===== src/rtl/ulsan_pkg.sv =====
// shared types, constants and byte classification for the utf-8 sanitizer
package ulsan_pkg;

	localparam logic [7:0] REPL_B0 = 8'hEF;
	localparam logic [7:0] REPL_B1 = 8'hBF;
	localparam logic [7:0] REPL_B2 = 8'hBD;

	localparam logic [7:0] CONT_LO = 8'h80;
	localparam logic [7:0] CONT_HI = 8'hBF;
	localparam logic [7:0] LEAD2_LO = 8'hC2;
	localparam logic [7:0] LEAD2_HI = 8'hDF;
	localparam logic [7:0] LEAD3_LO = 8'hE0;
	localparam logic [7:0] LEAD3_HI = 8'hEF;
	localparam logic [7:0] LEAD4_LO = 8'hF0;
	localparam logic [7:0] LEAD4_HI = 8'hF4;
	localparam logic [7:0] LEAD_ED = 8'hED;
	localparam logic [7:0] E0_LO = 8'hA0;
	localparam logic [7:0] ED_HI = 8'h9F;
	localparam logic [7:0] F0_LO = 8'h90;
	localparam logic [7:0] F4_HI = 8'h8F;

	// sequencer states
	typedef enum logic [2:0] {
		ST_IDLE,
		ST_LEAD,
		ST_FOLLOW,
		ST_REPL,
		ST_SEQ
	} state_t;

	// request to the shared follow-byte range checker
	typedef struct packed {
		logic [7:0] lead;
		logic [2:0] off;
		logic [7:0] data;
	} chk_req_t;

	// sequence length of a lead byte, zero for a byte that cannot lead
	function automatic logic [2:0] lead_len(input logic [7:0] c);
		logic [2:0] len;
		if (c < CONT_LO) begin
			len = 3'd1;
		end else if (c >= LEAD2_LO && c <= LEAD2_HI) begin
			len = 3'd2;
		end else if (c >= LEAD3_LO && c <= LEAD3_HI) begin
			len = 3'd3;
		end else if (c >= LEAD4_LO && c <= LEAD4_HI) begin
			len = 3'd4;
		end else begin
			len = 3'd0;
		end
		return len;
	endfunction

endpackage


===== src/rtl/ulsan_follow_chk.sv =====
// shared range compare unit: is a byte acceptable at an offset after a lead
module ulsan_follow_chk (
	input  ulsan_pkg::chk_req_t req,
	output logic                ok
);
	import ulsan_pkg::*;

	logic [7:0] lo;
	logic [7:0] hi;

	// tightened bounds apply only to the byte right after the lead
	always_comb begin
		lo = CONT_LO;
		hi = CONT_HI;
		if (req.off == 3'd1) begin
			if (req.lead == LEAD3_LO) begin
				lo = E0_LO;
			end else if (req.lead == LEAD_ED) begin
				hi = ED_HI;
			end else if (req.lead == LEAD4_LO) begin
				lo = F0_LO;
			end else if (req.lead == LEAD4_HI) begin
				hi = F4_HI;
			end
		end
		ok = (req.data >= lo) && (req.data <= hi);
	end

endmodule


===== src/rtl/utf8_lossy_sanitizer.sv =====
// utf-8 sanitizer top level: byte buffer, scan sequencer and output beats
// order: the byte is taken, then each scan step passes the lead state, the follow check for up to
// three follow bytes (one byte per cycle through the shared range checker) and the output
// beats; a last lead state finds the buffer empty
// throughput: one item at a time, in_stall high from the accept edge until idle again
// reset: arst_n clears the held count and the sequencer; no clearing pass
module utf8_lossy_sanitizer (
	input  logic       clk,
	input  logic       arst_n,
	input  logic       in_valid,
	output logic       in_stall,
	input  logic [7:0] in_byte,
	input  logic       in_last,
	output logic       out_valid,
	input  logic       out_stall,
	output logic [7:0] out_byte,
	output logic       out_last
);
	import ulsan_pkg::*;

	state_t     state_q, state_d;
	logic [7:0] buf_q [4];
	logic [2:0] n_q;
	logic       last_q;
	logic [2:0] k_q;
	logic [1:0] idx_q;
	logic [2:0] rem_q;

	logic       in_acc, out_acc;
	logic [2:0] llen, need, avail;
	logic       chk_done, chk_ok, shift;
	chk_req_t   req;

	assign in_acc  = in_valid && !in_stall;
	assign out_acc = out_valid && !out_stall;

	// lead classification of the buffer head
	assign llen  = lead_len(buf_q[0]);
	assign need  = llen - 3'd1;
	assign avail = n_q - 3'd1;
	assign chk_done = (k_q > need) || (k_q > avail);

	// one follow byte per cycle through the shared checker
	assign req.lead = buf_q[0];
	assign req.off  = k_q;
	assign req.data = buf_q[k_q[1:0]];

	ulsan_follow_chk u_chk (
		.req (req),
		.ok  (chk_ok)
	);

	// handshake and output beat
	assign in_stall  = (state_q != ST_IDLE);
	assign out_valid = (state_q == ST_REPL) || (state_q == ST_SEQ);
	assign shift     = out_acc && ((state_q == ST_SEQ) || (idx_q == 2'd2));

	always_comb begin
		out_byte = buf_q[0];
		out_last = 1'b0;
		if (state_q == ST_REPL) begin
			unique case (idx_q)
				2'd0: out_byte = REPL_B0;
				2'd1: out_byte = REPL_B1;
				default: out_byte = REPL_B2;
			endcase
			out_last = last_q && (n_q == 3'd1) && (idx_q == 2'd2);
		end else if (state_q == ST_SEQ) begin
			out_last = last_q && (n_q == 3'd1);
		end
	end

	// next state
	always_comb begin
		state_d = state_q;
		unique case (state_q)
			ST_IDLE: begin
				if (in_acc) state_d = ST_LEAD;
			end
			ST_LEAD: begin
				if (n_q == 3'd0) state_d = ST_IDLE;
				else if (llen == 3'd1) state_d = ST_SEQ;
				else if (llen == 3'd0) state_d = ST_REPL;
				else state_d = ST_FOLLOW;
			end
			ST_FOLLOW: begin
				if (chk_done) begin
					if (avail >= need) state_d = ST_SEQ;
					else if (last_q) state_d = ST_REPL;
					else state_d = ST_IDLE;
				end else if (!chk_ok) begin
					state_d = ST_REPL;
				end
			end
			ST_REPL: begin
				if (out_acc && idx_q == 2'd2) state_d = ST_LEAD;
			end
			ST_SEQ: begin
				if (out_acc && rem_q == 3'd1) state_d = ST_LEAD;
			end
			default: state_d = ST_IDLE;
		endcase
	end

	// sequencer and counters
	always_ff @(posedge clk or negedge arst_n) begin
		if (!arst_n) begin
			state_q <= ST_IDLE;
			n_q     <= 3'd0;
			last_q  <= 1'b0;
			k_q     <= 3'd1;
			idx_q   <= 2'd0;
			rem_q   <= 3'd1;
		end else begin
			state_q <= state_d;
			if (in_acc) begin
				n_q    <= n_q + 3'd1;
				last_q <= in_last;
			end else if (shift) begin
				n_q <= n_q - 3'd1;
			end
			if (state_q == ST_LEAD) begin
				k_q   <= 3'd1;
				idx_q <= 2'd0;
				rem_q <= 3'd1;
			end
			if (state_q == ST_FOLLOW) begin
				if (chk_done) rem_q <= llen;
				else if (chk_ok) k_q <= k_q + 3'd1;
			end
			if (state_q == ST_REPL && out_acc) idx_q <= idx_q + 2'd1;
			if (state_q == ST_SEQ && out_acc) rem_q <= rem_q - 3'd1;
		end
	end

	// byte buffer: append at the fill point, drop the head after its last beat
	always_ff @(posedge clk) begin
		if (in_acc) begin
			buf_q[n_q[1:0]] <= in_byte;
		end else if (shift) begin
			buf_q[0] <= buf_q[1];
			buf_q[1] <= buf_q[2];
			buf_q[2] <= buf_q[3];
		end
	end

	a_held_max: assert property (@(posedge clk) disable iff (!arst_n)
		(state_q == ST_IDLE) |-> (n_q <= 3'd3))
		else $error("more than three bytes held between items");

	a_emit_nonempty: assert property (@(posedge clk) disable iff (!arst_n)
		out_valid |-> (n_q != 3'd0))
		else $error("output beat with an empty buffer");

	a_follow_range: assert property (@(posedge clk) disable iff (!arst_n)
		(state_q == ST_FOLLOW) |-> (k_q >= 3'd1 && n_q >= 3'd1 && llen >= 3'd2))
		else $error("follow check outside a multi-byte lead");

	a_last_drains: assert property (@(posedge clk) disable iff (!arst_n)
		(out_acc && out_last) |=> (n_q == 3'd0))
		else $error("buffer not empty after final beat");

endmodule


===== config.mk =====
export PLATFORM = sky130hd
export DESIGN_NAME = utf8_lossy_sanitizer
export DESIGN_NICKNAME = d
export VERILOG_FILES = /design/src/rtl/ulsan_pkg.sv /design/src/rtl/ulsan_follow_chk.sv /design/src/rtl/utf8_lossy_sanitizer.sv
export SDC_FILE = /design/constraint.sdc
export NUM_CORES = 1
export LEC_CHECK = 0
export ABC_AREA = 1
export BUFFER_PORTS_ARGS = -buffer_cell sky130_fd_sc_hd__buf_2
export CAP_MARGIN = 20
export CORE_MARGIN = 2
export CORE_UTILIZATION = 30
export DETAILED_ROUTE_END_ITERATION = 8
export HOLD_SLACK_MARGIN = 0.12
export PLACE_DENSITY = 0.5
export SLEW_MARGIN = 20
export SYNTH_ARGS = -nofsm -noshare
export SYNTH_HDL_FRONTEND = slang
export SYNTH_SLANG_ARGS = --single-unit

===== constraint.sdc =====
create_clock -name clk -period 3.1 [get_ports clk]
set_clock_uncertainty 0.15 [all_clocks]
set_input_delay 0.62 -clock clk [delete_from_list [all_inputs] [get_ports clk]]
set_output_delay 0.62 -clock clk [all_outputs]
set_load 0.01 [all_outputs]

==> metrics.md <==
| Metric | Value |
|---|---|
| Synth Net Count | `462` |
| First-pass GRT wire length | `~13000 um` |
| Worst skew pair latency | `320 ps` |
| Die Area | `11400 um2` |
| Overflow after GRT | `0` |
| Reg-to-reg slack, setup | `~430 ps` |
| Final Cycle Share | `0.863` |
| Die Span X | `107 um` |
| Number of fill cells | `between 1000 and 1500` |
| Most frequent CP cell | `nand2_1` |
| IO Count | `24` |
| HPWL after DPL | `just under 6000 um` |
| Drt drc | `0` |
| CTS tree | `yes` |
| Highest clock rate | `0.374 GHz` |
| Leak Pwr | `about 1.8 nW` |
| Worst Setup End Kind | `flip-flop` |
| Multi-input gate area | `1530 um2` |
| Vias/cell | `4.50` |
| Hold depth | `1` |
| R2R depth | `16` |
| M3 GR Usage | `0.0249` |
| Final WL | `approximately 7600 um` |
| Initial antenna violation count | `0` |
| CP Max Fanout | `7` |
| Root Driver | `clkbuf_8` |
| Largest net degree at the start of global routing | `19` |
| H-tree levels | `2` |
| Yosys cell types | `36` |
| Core area | `10300 um2` |
| Max incr delay on CP | `~460 ps` |
| Setup-failing EPs final | `0` |
| Crit path DAT | `between 2000 and 3000 ps` |
| Die H | `~110 um` |
| GR Layer Usage met1 | `0.209` |
| Initial cell density of the core | `0.308` |
| Crit-path cells | `inv_1 > nor2_1 > nand2_1 > inv_1 > a31oi_1 > ha_1 > xor2_1 > nand3_1 > nand2_1 > nand2_1 > nand3_2 > nand2_1 > nand3_1 > nand2_1 > nand2_1 > nand2_1` |
| CTS Buffer Depth | `2` |
| Status | `finished clean` |
| DRT iter0 DRCs | `114` |
| Pre-antenna DRT Iters | `4` |
| Share of cells above drive strength 1 | `0.110` |
| Syn Area/Cell | `7.44 um2` |
| Seq/Total Area, Yosys | `0.423` |
| RSZ-0062 raised after global routing | `no` |
| Worst slew pin tran | `roughly 810 ps` |
| IO buf count | `23` |
| TritonCTS sink count | `47` |
| Post-Syn Area | `3170 um2` |
| Number of global-route vias before repair | `about 2600` |
| Hold Slack | `328 ps` |
| Seq. cell area | `between 1000 and 1500 um2` |
| Total GRT Usage | `0.144` |
| Kind of critical path | `flip-flop to flip-flop` |
| RR Endpoint | `rem_q[1]$_DFF_PN0_` |
| Cts bufs inserted | `5` |
| PD cells | `roughly 770 nW/um2` |
| Slew margin rel. | `0.457` |
| CP delay by family, top | `simple AND/OR/NAND/NOR gates` |
| Hold Path Class | `input pin to flip-flop` |
| Most frequent cells in the layout | `nand2_1 (165), inv_1 (61), edfxtp_1 (32)` |
| Most Used Layer, Global Route | `met2` |
| Commonest non-fill, non-tap cell in the layout | `nand2_1` |
| Slew Limit Fails | `0` |
| Fin Setup TNS | `0 ps` |
| Final Hold Viols | `0` |
| Final #Nets | `489` |
| GR Util met2 | `0.220` |
| Warnings from Yosys | `0` |
| RR Startpoint | `buf_q[0][5]$_DFFE_PP_` |
| Hold path startpoint | `in_byte[6]` |
| Reg clk slew, reported paths | `110 ps` |
| Mapped Cells | `426` |
| Clock period minus worst slack | `2670 ps` |
| WL per Instance | `12.8 um` |
| Max VDD drop | `0.218 mV` |
| Slowest CP cell | `edfxtp_1` |
| Post-cts resize count | `0` |
| Hold Crit Endpoint | `buf_q[3][6]$_DFFE_PP_` |
| Final Wtd Congestion | `0.831` |
| Register bit total from synthesis | `47` |
| Antenna Diode Count | `0` |
| CP Launch Type | `flip-flop` |
| Area delta synth->final | `11.9%` |
| Num rows | `37` |
| Worst path buffer plus inverter count | `2` |
| DR vias | `2653` |
| Critical Path RT | `3170 ps` |
| Overall Power | `2.74 mW` |
| Antenna-violating nets left | `0` |
| Number of max-cap violations | `0` |
## sequential cells by signal, indices dropped and copies added, names as in the netlist
signal	flops
rem_q	3
k_q	3
idx_q	2
buf_q	32
state_q	3
last_q	1
n_q	3
## kinds of logic (layout without fill, tap and decap cells)
logic type                 Yosys count  after routing  share of synthesized area
and+or+nand+nor                    240            240                      0.312
DFF                                 47             47                      0.423
adders and majority gates           23             23                     0.0908
buffers and inverters               75            103                     0.0956
xor gates and xnor gates             4              4                     0.0111
AOI/OAI and AO/OA                   37             37                     0.0679
## stage by stage
| stage | setup WS [ps] | area [um2] | util | cells |
|---|---|---|---|---|
| 6_report | 426 | 3550 | 0.345 | 590 |
| 5_1_grt | 81.8 | 3550 | 0.345 | 590 |
| 4_1_cts | 378 | 3550 | 0.345 | 590 |
| 3_5_place_dp | 447 | 3440 | 0.334 | 581 |
| 3_3_place_gp | 460 | 3440 | 0.334 | 581 |
| 2_1_floorplan | 692 | 3170 | - | 426 |
## repair_timing
action	in CTS	in global routing
buffers inserted	0	0
hold endpoints to repair	13	0
hold buffers	1	0
## worst max path at each step
stage                                 from                endpoint  slack [ps]  cells past startpoint
floorplan            buf_q[0][7]$_DFFE_PP_        k_q[2]$_DFF_PN0_         690                     16
detailed placement   buf_q[0][5]$_DFFE_PP_      rem_q[1]$_DFF_PN0_         450                     16
global route         buf_q[0][5]$_DFFE_PP_  state_q[1]$_DFFE_PN0P_          80                     17
CTS                 state_q[1]$_DFFE_PN0P_                out_last         380                      7
global placement     buf_q[0][5]$_DFFE_PP_      rem_q[1]$_DFF_PN0_         460                     16
finish               buf_q[0][5]$_DFFE_PP_      rem_q[1]$_DFF_PN0_         430                     16
## routing by layer
layer | part of all wire | up-vias | wire (um)
met4 | 0.015 | 0 | 116
met1 | 0.52 | 1195 | 3940
met5 | 0 | - | 0
met2 | 0.43 | 42 | 3270
met3 | 0.032 | 8 | 246
li1 | - | 1408 | -
## where the power goes
group	switching, mW	internal [mW]	leakage (nW)	total, mW
registers	0.117	0.853	0.482	0.970
logic	0.863	0.468	1.25	1.33
clock network	0.265	0.174	0.0526	0.438
## synthesized netlist by cell type
master    number  area [um2]
nor2_2         2        12.5
clkinv_1       1        3.75
a21oi_1        5        25.0
o211ai_1       4        30.0
xnor2_1        1        8.76
ha_1          23         288
buf_6          1        11.3
buf_4          2        15.0
nand2_1      165         619
nand4_1        2        12.5
edfxtp_1      32         961
nand3_2        1        10.0
xor2_1         3        26.3
nand2_2        2        12.5
o21ai_0       14        70.1
nand3_1       31         155
dfstp_2        2        52.6
a32oi_1        1        8.76
inv_2          4        15.0
o221ai_1       1        8.76
a21boi_1       1        7.51
nor3_1         5        25.0
a31oi_1        2        12.5
nor4_1         1        6.26
nor2_1        26        97.6
nor3_2         1        10.0
dfrtp_1       13         325
clkbuf_1       1        3.75
buf_2          5        25.0
a22o_1         1        8.76
inv_1         61         229
nand3b_1       2        15.0
o21ai_1        6        30.0
or2_2          2        12.5
o22ai_1        1        6.26
o21bai_1       1        7.51
## area by class of cell
class,instances,area share
Multi-Input combinational cell,304,0.430
Clock buffer,5,0.0194
Tap cell,136,0.0480
Timing Repair Buffer,29,0.0459
Inverter,66,0.0699
Clock inverter,3,0.00882
Sequential cell,47,0.378
Note: power is estimated with default switching activity, not from simulation.
